===== src/hw/rtl/sbl_pkg.sv =====
// ----------------------------------------------------------------------------
// sbl_pkg: shared types and constants of the sorted byte list
// Request and result payloads, the wave record that moves along the cell
// row, request mode codes and the default capacity.
// ----------------------------------------------------------------------------
`default_nettype none

package sbl_pkg;

  localparam int CAPACITY = 16;

  localparam logic MODE_INSERT = 1'b0;
  localparam logic MODE_DELETE = 1'b1;

  typedef struct packed {
    logic       mode;
    logic [7:0] value;
  } request_t;

  typedef struct packed {
    logic       success;
    logic [7:0] removed_value;
    logic [4:0] entry_count;
    logic       list_empty;
  } result_t;

  // One request in flight along the cell row. For an insert, flag means a
  // value is still carried and value is that value. For a delete, flag means
  // the match has been found and value is the byte searched for.
  typedef struct packed {
    logic       active;
    logic       mode;
    logic       flag;
    logic [7:0] value;
  } wave_t;

endpackage

`default_nettype wire


===== src/hw/rtl/sbl_cell.sv =====
// ----------------------------------------------------------------------------
// sbl_cell: one slot of the sorted byte list
// Holds one entry and passes the request wave to its right neighbor each
// cycle, swapping in an inserted value or pulling the neighbor's entry left
// on a delete.
// ----------------------------------------------------------------------------
`default_nettype none

module sbl_cell #(
  parameter int CW  = 5,
  parameter int IDX = 0
) (
  input  wire logic           clk,
  input  wire logic           rst,
  input  wire logic [CW-1:0]  count,
  input  wire sbl_pkg::wave_t wave_in,
  input  wire logic [7:0]     right_entry,
  output logic [7:0]          entry,
  output sbl_pkg::wave_t      wave_out
);

  logic [7:0]     entry_next;
  sbl_pkg::wave_t wave_next;
  logic           occupied;

  assign occupied = CW'(IDX) < count;

  always_comb begin
    entry_next = entry;
    wave_next  = wave_in;
    if (wave_in.active) begin
      if (wave_in.mode == sbl_pkg::MODE_INSERT) begin
        if (wave_in.flag) begin
          if (!occupied) begin
            entry_next     = wave_in.value;
            wave_next.flag = 1'b0;
          end else if (entry >= wave_in.value) begin
            // Displace the stored entry; it rides on to the next slot.
            entry_next      = wave_in.value;
            wave_next.value = entry;
          end
        end
      end else begin
        if (wave_in.flag) begin
          entry_next = right_entry;
        end else if (occupied && (entry == wave_in.value)) begin
          entry_next     = right_entry;
          wave_next.flag = 1'b1;
        end
      end
    end
  end

  always_ff @(posedge clk) begin
    entry <= entry_next;
    if (rst) begin
      wave_out.active <= 1'b0;
    end else begin
      wave_out <= wave_next;
    end
  end

endmodule

`default_nettype wire


===== src/hw/rtl/sbl_ctrl.sv =====
// ----------------------------------------------------------------------------
// sbl_ctrl: request launch, entry count and result register
// Starts a wave at the head of the cell row, tracks the entry count and
// builds the result when the wave leaves the last cell.
// ----------------------------------------------------------------------------
`default_nettype none

module sbl_ctrl #(
  parameter int CAPACITY = sbl_pkg::CAPACITY,
  parameter int CW       = $clog2(CAPACITY + 1)
) (
  input  wire logic              clk,
  input  wire logic              rst,
  input  wire logic              start,
  input  wire sbl_pkg::request_t request,
  input  wire sbl_pkg::wave_t    exit_wave,
  output logic                   busy,
  output logic [CW-1:0]          count,
  output sbl_pkg::wave_t         launch,
  output logic                   done,
  output sbl_pkg::result_t       result
);

  logic          accept;
  logic          ins_ok;
  logic          success;
  logic [CW-1:0] count_next;

  assign accept = start && !busy;

  always_comb begin
    launch.active = accept;
    launch.mode   = request.mode;
    launch.value  = request.value;
    if (request.mode == sbl_pkg::MODE_INSERT) begin
      launch.flag = count < CW'(CAPACITY);
    end else begin
      launch.flag = 1'b0;
    end
  end

  always_comb begin
    if (exit_wave.mode == sbl_pkg::MODE_INSERT) begin
      success = ins_ok;
    end else begin
      success = exit_wave.flag;
    end
    count_next = count;
    if (success) begin
      if (exit_wave.mode == sbl_pkg::MODE_INSERT) begin
        count_next = count + CW'(1);
      end else begin
        count_next = count - CW'(1);
      end
    end
  end

  always_ff @(posedge clk) begin
    if (rst) begin
      busy  <= 1'b0;
      count <= '0;
      done  <= 1'b0;
    end else begin
      done <= 1'b0;
      if (accept) begin
        busy   <= 1'b1;
        ins_ok <= launch.flag;
      end
      if (exit_wave.active) begin
        busy  <= 1'b0;
        done  <= 1'b1;
        count <= count_next;
      end
    end
  end

  always_ff @(posedge clk) begin
    if (exit_wave.active) begin
      result.success       <= success;
      result.removed_value <= (success && (exit_wave.mode == sbl_pkg::MODE_DELETE))
                              ? exit_wave.value : 8'd0;
      result.entry_count   <= 5'(count_next);
      result.list_empty    <= count_next == '0;
    end
  end

endmodule

`default_nettype wire


===== src/hw/rtl/sorted_byte_list.sv =====
// ----------------------------------------------------------------------------
// sorted_byte_list: bounded list of bytes kept in ascending unsigned order
// A row of CAPACITY cells holds the entries; each request moves along the
// row as a wave, one cell per cycle.
// ----------------------------------------------------------------------------
// Usage: a request (mode, value) is taken at a clock edge where start is
// high and busy is low. Mode insert places the value before the first entry
// that is greater or equal; it fails when the list is full. Mode delete
// removes the first equal entry and reports whether one was found.
// Exactly one result follows each request: done is high for one cycle with
// result valid, and that transfer cannot be held off by the receiver.
// Done rises once the wave has passed the register of every cell and the
// control has registered the result. Busy drops in that same cycle, so a
// new request can be taken at the edge that ends it; none is taken while
// busy. The wave walks the full cell row before the result is known.
// Reset empties the list at once and drops busy and done; the stored bytes
// themselves are not cleared since only slots below the count are read.
// ----------------------------------------------------------------------------
`default_nettype none

module sorted_byte_list #(
  parameter int CAPACITY = sbl_pkg::CAPACITY
) (
  input  wire logic              clk,
  input  wire logic              rst,
  input  wire logic              start,
  input  wire sbl_pkg::request_t request,
  output logic                   busy,
  output logic                   done,
  output sbl_pkg::result_t       result
);

  localparam int CW = $clog2(CAPACITY + 1);

  logic [CW-1:0]  count;
  sbl_pkg::wave_t wave [CAPACITY+1];
  logic [7:0]     entries [CAPACITY];

  sbl_ctrl #(
    .CAPACITY(CAPACITY),
    .CW      (CW)
  ) u_ctrl (
    .clk      (clk),
    .rst      (rst),
    .start    (start),
    .request  (request),
    .exit_wave(wave[CAPACITY]),
    .busy     (busy),
    .count    (count),
    .launch   (wave[0]),
    .done     (done),
    .result   (result)
  );

  for (genvar i = 0; i < CAPACITY; i++) begin : g_cell
    logic [7:0] right_entry;

    // The last slot has no neighbor; what it pulls in lies beyond the count.
    if (i == CAPACITY - 1) begin : g_last
      assign right_entry = entries[i];
    end else begin : g_mid
      assign right_entry = entries[i+1];
    end

    sbl_cell #(
      .CW (CW),
      .IDX(i)
    ) u_cell (
      .clk        (clk),
      .rst        (rst),
      .count      (count),
      .wave_in    (wave[i]),
      .right_entry(right_entry),
      .entry      (entries[i]),
      .wave_out   (wave[i+1])
    );
  end

endmodule

`default_nettype wire


===== config.mk =====
export PLATFORM = sky130hd
export DESIGN_NAME = sorted_byte_list
export DESIGN_NICKNAME = d
export VERILOG_FILES = /design/src/hw/rtl/sbl_pkg.sv /design/src/hw/rtl/sbl_cell.sv /design/src/hw/rtl/sbl_ctrl.sv /design/src/hw/rtl/sorted_byte_list.sv
export SDC_FILE = /design/constraint.sdc
export NUM_CORES = 1
export LEC_CHECK = 0
export ABC_AREA = 0
export BUFFER_PORTS_ARGS = -buffer_cell sky130_fd_sc_hd__buf_2
export CORE_MARGIN = 4
export CORE_UTILIZATION = 50
export DETAILED_ROUTE_END_ITERATION = 16
export PLACE_DENSITY = 0.72
export SYNTH_ARGS = -nofsm -noshare
export SYNTH_HDL_FRONTEND = slang
export SYNTH_SLANG_ARGS = --single-unit

===== constraint.sdc =====
create_clock -name clk -period 7.2 [get_ports clk]
set_clock_uncertainty 0.15 [all_clocks]
set_input_delay 0.72 -clock clk [delete_from_list [all_inputs] [get_ports clk]]
set_output_delay 0.72 -clock clk [all_outputs]
set_load 0.01 [all_outputs]

==> impl_metrics.py, run 1 <==
metrics = {
    "status": {
        "status": "finished clean",
    },
    "finish": {
        "fin_util": 0.554,
        "syn_to_final_growth_pct": 9.38,
        "fin_cells": 1923,
        "drive_gt1_frac": 0.181,
        "nets": 1586,
        "fillers": 2805,
        "num_antenna_cells": 0,
    },
    "placement": {
        "gp_congestion": 0.848,
        "dp_hpwl_um": 24700,
        "dp.cells": 1859,
        "port_buffers": 28,
    },
    "yosys": {
        "syn_nets": 1561,
        "syn_avg_cell_area_um2": 12.3,
        "yosysSeqAreaShare": 0.549,
        "yosysUniqueCellTypes": 66,
        "syn-instance-count": 1418,
        "synthesis.area_um2": 17500,
        "synth_top_area_share": 0.523,
        "async_flop_share": 0,
        "ys_top_cells_by_area": "edfxtp_1 52%, ha_1 9.4%, mux2_2 6.3%, o21ai_0 3.6%, mux2_4 3.4%",
        "synth_ff_type": "edfxtp_1",
        "synthTopCellsByCount": "304 x edfxtp_1, 145 x nand2_1, 143 x inv_1, 131 x ha_1, 127 x o21ai_0",
        "synth_most_common_cell": "edfxtp_1",
        "yosys_register_bits": 327,
        "yosysTopAreaCell": "edfxtp_1",
        "synth_edf_count": 304,
        "ys_warn_count": 0,
    },
    "worst_setup_path": {
        "crit_buf_inv": 1,
        "cp_max_fo": 14,
        "crit_path_start_kind": "flip-flop",
        "critPathTopFamily": "simple AND/OR/NAND/NOR gates",
        "crit_arrival_ps": 3320,
        "crit_required_ps": 7180,
        "cp-end-kind": "flip-flop",
        "cp-startpoint": "u_ctrl.count[1]",
        "slowest_stage": "nor3b_1",
        "worst_r2r_startpoint": "u_ctrl.count[1]",
        "slowest_delay_ps": 1040,
        "path_cells": "inv_1, ha_1, o21a_1, nor3_1, a21oi_1, nor3b_1",
        "critPathKind": "reg -> reg",
    },
    "clock_tree": {
        "clock_latency_ps": 520,
        "clockBufferDepth": 3,
        "htree_levels": 2,
        "cts_setup_buffers": 0,
        "numCtsBuffers": 36,
        "ctsResizeCount": 0,
        "clk_pin_slew_ps": 60,
        "cts_tree": "built",
        "cts.sinks": 327,
        "root_buffer": "clkbuf_16",
        "cts_hold_buf": 0,
    },
    "grt": {
        "grt_usage": 0.179,
        "gr-total-overflow": 0,
        "grt_max_degree": 89,
        "grt_pass1_vias": 11100,
        "antenna_found_initial": 2,
        "grt_pass1_wl_um": 56900,
    },
    "timing": {
        "slew_violations": 0,
        "relSlewSlack": 0.129,
        "final.setup.tns_ps": 0,
        "fin_crit_ps": 3340,
        "fmax_ghz": 0.299,
        "setup_viol": 0,
        "fin_crit_sh": 0.464,
        "rsz0062_at_grt": "no",
        "tightest_slew_ps": 1300,
        "hold_viol": 0,
    },
    "floorplanning": {
        "core_um2": 34500,
        "ioPinCount": 29,
        "dieArea_um2": 38000,
        "row_count": 68,
        "die_w_um": 195,
        "die_h_um": 195,
        "start_util": 0.507,
    },
    "detailed_routing": {
        "wl_per_cell_um": 18.0,
        "met1_length_um": 15900,
        "wirelength_um": 34600,
        "wl_met2_um": 16400,
        "drt-initial-drc-count": 684,
        "vias_per_cell": 5.66,
        "highest_layer": "met5",
        "drt_pass1_iterations": 5,
        "ant_nets": 0,
        "vias": 10900,
        "route.detailed.drc": 0,
        "route.met3.wl_um": 1490,
    },
    "power": {
        "p_leak_nw": 7.36,
        "power_density_nw_per_um2": 220,
        "irDropWorstVdd_mv": 0.161,
    },
    "worst_hold_path": {
        "hold_start": "g_cell[14].u_cell.wave_out[10]",
        "hold_class": "reg -> reg",
    },
    "flow_run": {
        "drv_cap": 0,
    },
}
==> sequential cells by signal (all words and copies together), names as in the netlist <==
| signal | cells |
|---|---|
| u_ctrl.done | 1 |
| u_ctrl.ins_ok | 1 |
| g_cell.u_cell.entry | 128 |
| u_ctrl.count | 5 |
| u_ctrl.result | 15 |
| g_cell.u_cell.wave_out | 176 |
| u_ctrl.busy | 1 |
==> stage by stage <==
stage                     setup WS [ps]  total power, mW  hold WS, ps  cell area (um2)
after floorplan                    2530             2.43          271            17500
after global placement             3980             2.48          320            18000
after detailed placement           3880             2.50          323            18000
after CTS                          3830             4.24          339            19100
after global routing               3540             4.36          348            19100
final                              3860             4.20          335            19100
==> per-layer routing <==
metal,vias up,global-route usage
li1,5277,-
met1,5340,0.250
met2,194,0.295
met3,60,0.0307
met4,4,0.0442
met5,-,0
==> placed cells by master (no fill, tap or decap), types with 7 or more instances in the layout <==
cell type and instances:
edfxtp_1 304, ha_1 131, inv_1 142, mux2_2 97, clkbuf_1 7, nor3_1 26, nor4_1 10, o21a_1 15
nor2b_1 17, nor3b_1 12, nor2_1 49, a21oi_1 78, buf_2 28, dfxtp_1 23, nand2_1 145, clkbuf_16 38
nand2b_1 10, nor3_2 10, and3_1 8, mux2_4 40, nand4_1 29, clkinv_1 9, o21ai_0 127
==> final timing paths <==
check	cells after the start	end	slack, ps
max	6	g_cell[1].u_cell.entry[4]	3860
min	1	g_cell[15].u_cell.wave_out[10]	340
max reg2reg	6	g_cell[1].u_cell.entry[4]	3860
min reg2reg	1	g_cell[15].u_cell.wave_out[10]	340
==> area by class of cell <==
class,count,area [um2],share of cell area
multi-input combinational,904,7130,0.373
tap,455,569,0.0298
clock buffer,45,977,0.0512
timing repair buffer,31,160,0.00839
sequential,327,9590,0.502
inverter,143,542,0.0284
clock inverter,18,131,0.00688
==> logic make-up after synthesis <==
group | after synthesis | share of synthesized area
AOI/OAI and AO/OA | 278 | 0.109
xor gates and xnor gates | 7 | 0.00351
adders and majority gates | 131 | 0.0939
buffers and inverters | 187 | 0.0428
DFF | 327 | 0.549
muxes | 145 | 0.102
and+or+nand+nor | 343 | 0.100
==> report_power, final <==
group          switching, mW  internal [mW]
Combinational          0.137          0.110
Clock                  0.745           1.00
Sequential            0.0621           2.15
Total                  0.944           3.26
Power figures use the tool's default switching activity.
==> run 2, diff against run 1 <==
Settings changed: ABC_AREA 0 to 1, PLACE_DENSITY 0.72 to 0.74.
Clock period 7.2 ns to 2.7 ns, I/O delays scaled along.
==> impl_metrics.py, run 2 <==
metrics = {
    "yosys": {
        "synthesis.area_um2": 17700,
        "syn_avg_cell_area_um2": 8.93,
        "ys_top_cells_by_area": "edfxtp_1 52%, nand2_1 15%, ha_1 9.3%, inv_1 5.7%, nand3_1 4.5%",
        "ys_warn_count": 0,
        "synth_most_common_cell": "nand2_1",
        "yosys_register_bits": 327,
        "yosysSeqAreaShare": 0.542,
        "syn_nets": 2125,
        "yosysUniqueCellTypes": 29,
        "synthTopCellsByCount": "695 x nand2_1, 304 x edfxtp_1, 267 x inv_1, 158 x nand3_1, 146 x o21ai_0",
        "async_flop_share": 0,
        "syn-instance-count": 1982,
        "synth_edf_count": 304,
        "yosysTopAreaCell": "edfxtp_1",
        "synth_ff_type": "edfxtp_1",
        "synth_top_area_share": 0.516,
    },
    "worst_setup_path": {
        "cp-end-kind": "flip-flop",
        "critPathTopFamily": "simple AND/OR/NAND/NOR gates",
        "crit_arrival_ps": 2500,
        "cp_max_fo": 10,
        "reg2reg_depth": 10,
        "crit_path_start_kind": "flip-flop",
        "crit_buf_inv": 1,
        "slowest_delay_ps": 430,
        "cp.depth": 10,
        "slowest_stage": "edfxtp_1",
        "path_cells": "ha_1, nand2_1, nor2_1, nand2_1, nand2_1, nor2_1, nand2_1, nor2_1, nor2_1, buf_4",
        "crit_required_ps": 2780,
        "critPathKind": "reg -> reg",
    },
    "detailed_routing": {
        "drt_pass1_iterations": 6,
        "drt-initial-drc-count": 1022,
        "wl_per_cell_um": 15.7,
        "wirelength_um": 39800,
        "ant_nets": 0,
        "vias_per_cell": 5.30,
        "vias": 13500,
        "route.detailed.drc": 0,
    },
    "grt": {
        "grt_pass1_vias": 13200,
        "antenna_found_initial": 0,
        "grt_max_degree": 37,
        "grt_pass1_wl_um": 65200,
        "grt_usage": 0.205,
        "gr-total-overflow": 0,
    },
    "floorplanning": {
        "dieArea_um2": 38500,
        "core_um2": 34700,
        "ioPinCount": 29,
        "start_util": 0.510,
        "row_count": 68,
        "die_h_um": 196,
        "die_w_um": 196,
    },
    "power": {
        "p_leak_nw": 9.11,
        "power_mw": 11.4,
        "p_switching_mw": 2.58,
        "irDropWorstVdd_mv": 0.544,
        "p_clk_frac": 0.419,
        "power_density_nw_per_um2": 575,
        "pwr-share-seq": 0.513,
        "combPwrFrac": 0.067,
        "internal_power_mw": 8.81,
        "swShare": 0.226,
    },
    "timing": {
        "fin_crit_ps": 2420,
        "fmax_ghz": 0.413,
        "tightest_slew_ps": 791,
        "slew_violations": 0,
        "rsz0062_at_grt": "no",
        "fin_crit_sh": 0.898,
        "setup_viol": 0,
        "hold_viol": 0,
        "relSlewSlack": 0.472,
    },
    "flow_run": {
        "drv_cap": 0,
    },
    "clock_tree": {
        "clockBufferDepth": 3,
        "root_buffer": "clkbuf_16",
        "cts_setup_buffers": 0,
        "htree_levels": 2,
        "clk_pin_slew_ps": 60,
        "cts.sinks": 327,
        "numCtsBuffers": 35,
        "cts_tree": "built",
        "clock_latency_ps": 520,
    },
    "finish": {
        "drive_gt1_frac": 0.0771,
        "syn_to_final_growth_pct": 12.0,
        "num_antenna_cells": 0,
        "final_cell_mix": "695 x nand2_1, 304 x edfxtp_1, 265 x inv_1, 158 x nand3_1, 144 x o21ai_0",
        "top_regs": "g_cell.u_cell.wave_out: 176 flops, g_cell.u_cell.entry: 128 flops, u_ctrl.result: 15 flops",
        "largest_reg_flops": 176,
        "fin_area_um2": 19800,
        "layout_commonest_cell": "nand2_1",
        "regMostFlops": "g_cell.u_cell.wave_out",
        "fin_util": 0.571,
        "nets": 2206,
    },
    "placement": {
        "port_buffers": 28,
        "dp_hpwl_um": 29300,
        "gp_congestion": 0.886,
        "placed_area_um2": 18600,
    },
    "worst_hold_path": {
        "hold_class": "in -> reg",
        "whs_path_depth": 1,
    },
    "status": {
        "status": "finished clean",
    },
}
==> run 2: changes by cell type after synthesis, sizes merged, moves of 17 or more <==
cell / delta
nor3: -29
nand4: -26
inv: +128
o21ai: +17
a21oi: -29
nor2: +77
nor2b: -17
nand2: +571
nand3: +154
mux2: -143
==> run 2: final timing paths <==
path	from	slack, ps	endpoint
setup / recovery	g_cell[4].u_cell.entry[7]	280	g_cell[4].u_cell.entry[1]
hold / removal	request[8]	40	g_cell[0].u_cell.wave_out[9]
setup reg to reg	g_cell[4].u_cell.entry[7]	280	g_cell[4].u_cell.entry[1]
hold reg to reg	g_cell[14].u_cell.wave_out[10]	310	g_cell[15].u_cell.wave_out[10]
==> run 2: final cells by class <==
type                            instances  area [um2]
Tap cell                              455         569
Clock inverter                          6        55.1
Timing Repair Buffer                   68         513
Inverter                              271        1020
Clock buffer                           57        1080
Sequential cell                       327        9590
Fill cell                            2975       14900
Multi-Input combinational cell       1360        6990
==> run 2: timing repair <==
| action | CTS | global route |
|---|---|---|
| hold buffers | 9 | 0 |
| setup endpoints to repair | 0 | 0 |
| hold endpoints to repair | 17 | 0 |
| resized for setup | 0 | 0 |
==> run 2: cells by family after synthesis <==
logic type,count (synthesis),synth area share
fa+ha+maj,131,0.0926
flops,327,0.542
compound gates,209,0.0603
simple gates,1020,0.242
buf+inv,295,0.0630
==> run 2: layer usage <==
| layer | vias to the layer above | GRT usage | routed length [um] |
|---|---|---|---|
| met4 | 0 | 0.0657 | 1160 |
| met2 | 328 | 0.355 | 19300 |
| li1 | 6703 | - | - |
| met1 | 6390 | 0.270 | 17800 |
| met3 | 73 | 0.0263 | 1560 |
| met5 | - | 0 | 0 |
==> run 2: through the flow <==
step	worst slack [ps]	hold WS [ps]	std cells	TNS, ps
6_report	276	40.2	2544	0
4_1_cts	288	24.6	2544	0
5_1_grt	105	40.4	2544	0
3_5_place_dp	316	300	2472	0
2_1_floorplan	-637	219	1982	-101380
3_3_place_gp	328	309	2472	0
==> run 2: worst reg2reg max path, stage by stage (launching register included) <==
cell and delay (ps):
edfxtp_1 430, ha_1 340, nand2_1 80, nor2_1 270, nand2_1 100, nand2_1 70, nor2_1 40, nand2_1 290
nor2_1 70, nor2_1 110, buf_4 190
==> run 2: power by group through the flow <==
stage	sequential (mW)	combinational [mW]	clock [mW]
CTS	5.85	0.770	4.86
global placement	5.95	0.720	0
detailed placement	5.95	0.753	0
global route	5.86	0.890	5.07
floorplan	5.90	0.548	0
finish	5.85	0.767	4.78
==> run 3, diff against run 2 <==
Settings changed: SYNTH_HIERARCHICAL from default to 1.
==> impl_metrics.py, run 3 <==
metrics = {
    "yosys": {
        "yosysUniqueCellTypes": 37,
        "async_flop_share": 0,
        "syn_avg_cell_area_um2": 8.86,
        "synth_edf_count": 304,
        "yosys_register_bits": 327,
        "yosysSeqAreaShare": 0.509,
        "synthTopCellsByCount": "719 x nand2_1, 314 x inv_1, 304 x edfxtp_1, 167 x nand3_1, 131 x ha_1",
        "ys_top_cells_by_area": "edfxtp_1 48%, nand2_1 14%, ha_1 8.7%, inv_1 6.3%, nand3_1 4.4%",
        "synth_top_area_share": 0.484,
        "syn_nets": 2271,
        "synth_most_common_cell": "nand2_1",
        "syn-instance-count": 2127,
        "synthesis.area_um2": 18800,
        "yosysTopAreaCell": "edfxtp_1",
        "synth_ff_type": "edfxtp_1",
        "ys_warn_count": 6,
    },
    "grt": {
        "grt.busiest_layer": "met2",
        "grt_use_met3": 0.0262,
        "gr-usage-met2": 0.333,
        "grtUsageMet1": 0.267,
        "grt_usage": 0.197,
        "grt_pass1_vias": 13800,
        "antenna_found_initial": 0,
        "grt_max_degree": 36,
        "gr-total-overflow": 0,
        "grt_pass1_wl_um": 67800,
    },
    "placement": {
        "dp.cells": 2648,
        "dp_hpwl_um": 30300,
        "gp_congestion": 0.872,
        "port_buffers": 28,
        "pre_cts_ws_ps": 373,
        "placed_area_um2": 19600,
    },
    "clock_tree": {
        "cts_hold_buf": 10,
        "root_buffer": "clkbuf_16",
        "numCtsBuffers": 37,
        "ctsResizeCount": 0,
        "htree_levels": 2,
        "cts_setup_buffers": 0,
        "cts.sinks": 327,
        "clockBufferDepth": 3,
        "cts_tree": "built",
        "clk_pin_slew_ps": 60,
        "clock_latency_ps": 520,
    },
    "worst_setup_path": {
        "worst_r2r_startpoint": "g_cell[13].u_cell/entry[5]",
        "crit_required_ps": 2790,
        "cp-end-kind": "flip-flop",
        "critPathKind": "reg -> reg",
        "reg2reg_depth": 10,
        "cp_max_fo": 10,
        "cp_common_cell": "nor2_1",
        "slowest_delay_ps": 420,
        "path_cells": "ha_1, nand2_1, inv_1, nand2_1, nor2_1, nor2_1, nand2_2, nor2_1, nor2_1, buf_4",
        "reg2reg_slack_ps": 380,
        "slowest_stage": "edfxtp_1",
        "crit_arrival_ps": 2410,
        "crit_path_start_kind": "flip-flop",
        "r2r_end": "g_cell[13].u_cell/entry[3]",
    },
    "finish": {
        "fin_area_um2": 20900,
        "top_regs": "g_cell.u_cell/wave_out: 176 flops, g_cell.u_cell/entry: 128 flops, u_ctrl/result: 15 flops",
        "fin_cells": 2726,
        "num_antenna_cells": 0,
        "fillers": 3161,
        "largest_reg_flops": 176,
        "nets": 2337,
        "regMostFlops": "g_cell.u_cell/wave_out",
        "layout_commonest_cell": "nand2_1",
        "syn_to_final_growth_pct": 10.8,
        "drive_gt1_frac": 0.116,
        "final_cell_mix": "719 x nand2_1, 314 x inv_1, 304 x edfxtp_1, 167 x nand3_1, 131 x ha_1",
    },
    "timing": {
        "tightest_slew_ps": 755,
        "slew_violations": 0,
        "setup_viol": 0,
        "fmax_ghz": 0.431,
        "hold_ws_ps": 155,
        "fin_crit_sh": 0.860,
        "fin_crit_ps": 2320,
        "rsz0062_at_grt": "no",
        "finalWorstSetupSlack_ps": 378,
        "relSlewSlack": 0.497,
        "hold_viol": 0,
        "final.setup.tns_ps": 0,
    },
    "worst_hold_path": {
        "hold_end": "g_cell[15].u_cell/wave_out[10]",
        "whs_path_depth": 2,
        "hold_start": "rst",
        "hold_class": "in -> reg",
    },
    "floorplanning": {
        "row_count": 70,
        "dieArea_um2": 40900,
        "die_w_um": 202,
        "start_util": 0.511,
        "ioPinCount": 29,
        "core_um2": 36900,
        "die_h_um": 202,
    },
    "detailed_routing": {
        "vias_per_cell": 5.20,
        "wl_per_cell_um": 15.0,
        "ant_nets": 0,
        "route.detailed.drc": 0,
        "drt_pass1_iterations": 7,
        "wirelength_um": 40800,
        "drt-initial-drc-count": 1206,
        "vias": 14200,
    },
    "power": {
        "irDropWorstVdd_mv": 0.455,
        "p_leak_nw": 10.0,
        "power_density_nw_per_um2": 562,
    },
    "flow_run": {
        "drv_cap": 0,
    },
    "status": {
        "status": "finished clean",
    },
}
==> run 3: logic make-up after synthesis <==
logic type,synth area share
AND/OR/NAND/NOR,0.269
buffers and inverters,0.0815
flip-flops,0.509
AO/OA/AOI/OAI,0.0518
adder cells (fa/ha/maj),0.0880
XOR/XNOR,0.000465
==> run 3: layout make-up <==
class / count / area, um2 / area share
Sequential cell: 327 / 9590 / 0.459
Multi-Input combinational cell: 1419 / 7720 / 0.370
Inverter: 347 / 1300 / 0.0624
Clock buffer: 49 / 1020 / 0.0490
Tap cell: 504 / 631 / 0.0302
Timing Repair Buffer: 61 / 413 / 0.0198
Clock inverter: 19 / 194 / 0.00929
==> run 3: power by group <==
| group | switching, mW | internal, mW | leakage, nW |
|---|---|---|---|
| clock network | 2.07 | 2.98 | 0.576 |
| registers | 0.138 | 5.73 | 3.06 |
| logic | 0.555 | 0.273 | 6.41 |
| total | 2.76 | 8.98 | 10.0 |
==> run 3: worst max-delay path by stage <==
stage / startpoint / endpoint / slack [ps] / cells past startpoint
global placement: g_cell[13].u_cell/entry[7] / g_cell[13].u_cell/entry[3] / 410 / 10
detailed placement: g_cell[13].u_cell/entry[5] / g_cell[13].u_cell/entry[2] / 370 / 10
finish: g_cell[13].u_cell/entry[5] / g_cell[13].u_cell/entry[3] / 380 / 10
global route: g_cell[13].u_cell/entry[5] / g_cell[13].u_cell/entry[5] / 130 / 10
floorplan: g_cell[13].u_cell/entry[7] / g_cell[13].u_cell/entry[0] / 570 / 9
CTS: g_cell[13].u_cell/entry[5] / g_cell[13].u_cell/entry[3] / 380 / 10
==> run 3: worst max-delay path: cells and delay by family (launching register included) <==
kind          cells  cell delay (ps)
simple gates      7              890
flops             1              420
fa+ha+maj         1              310
buf+inv           2              270
==> run 3: metal layers <==
layer	vias to the layer above	wire length, um
li1	7052	-
met1	6646	18200
met2	397	19500
met3	79	2110
met4	0	1090
met5	-	0
==> run 3: through the flow <==
| stage | utilization | power [mW] |
|---|---|---|
| 6_report | 0.566 | 11.7 |
| 5_1_grt | 0.566 | 12.2 |
| 4_1_cts | 0.566 | 11.9 |
| 3_5_place_dp | 0.530 | 6.78 |
| 3_3_place_gp | 0.530 | 6.74 |
| 2_1_floorplan | - | 6.55 |
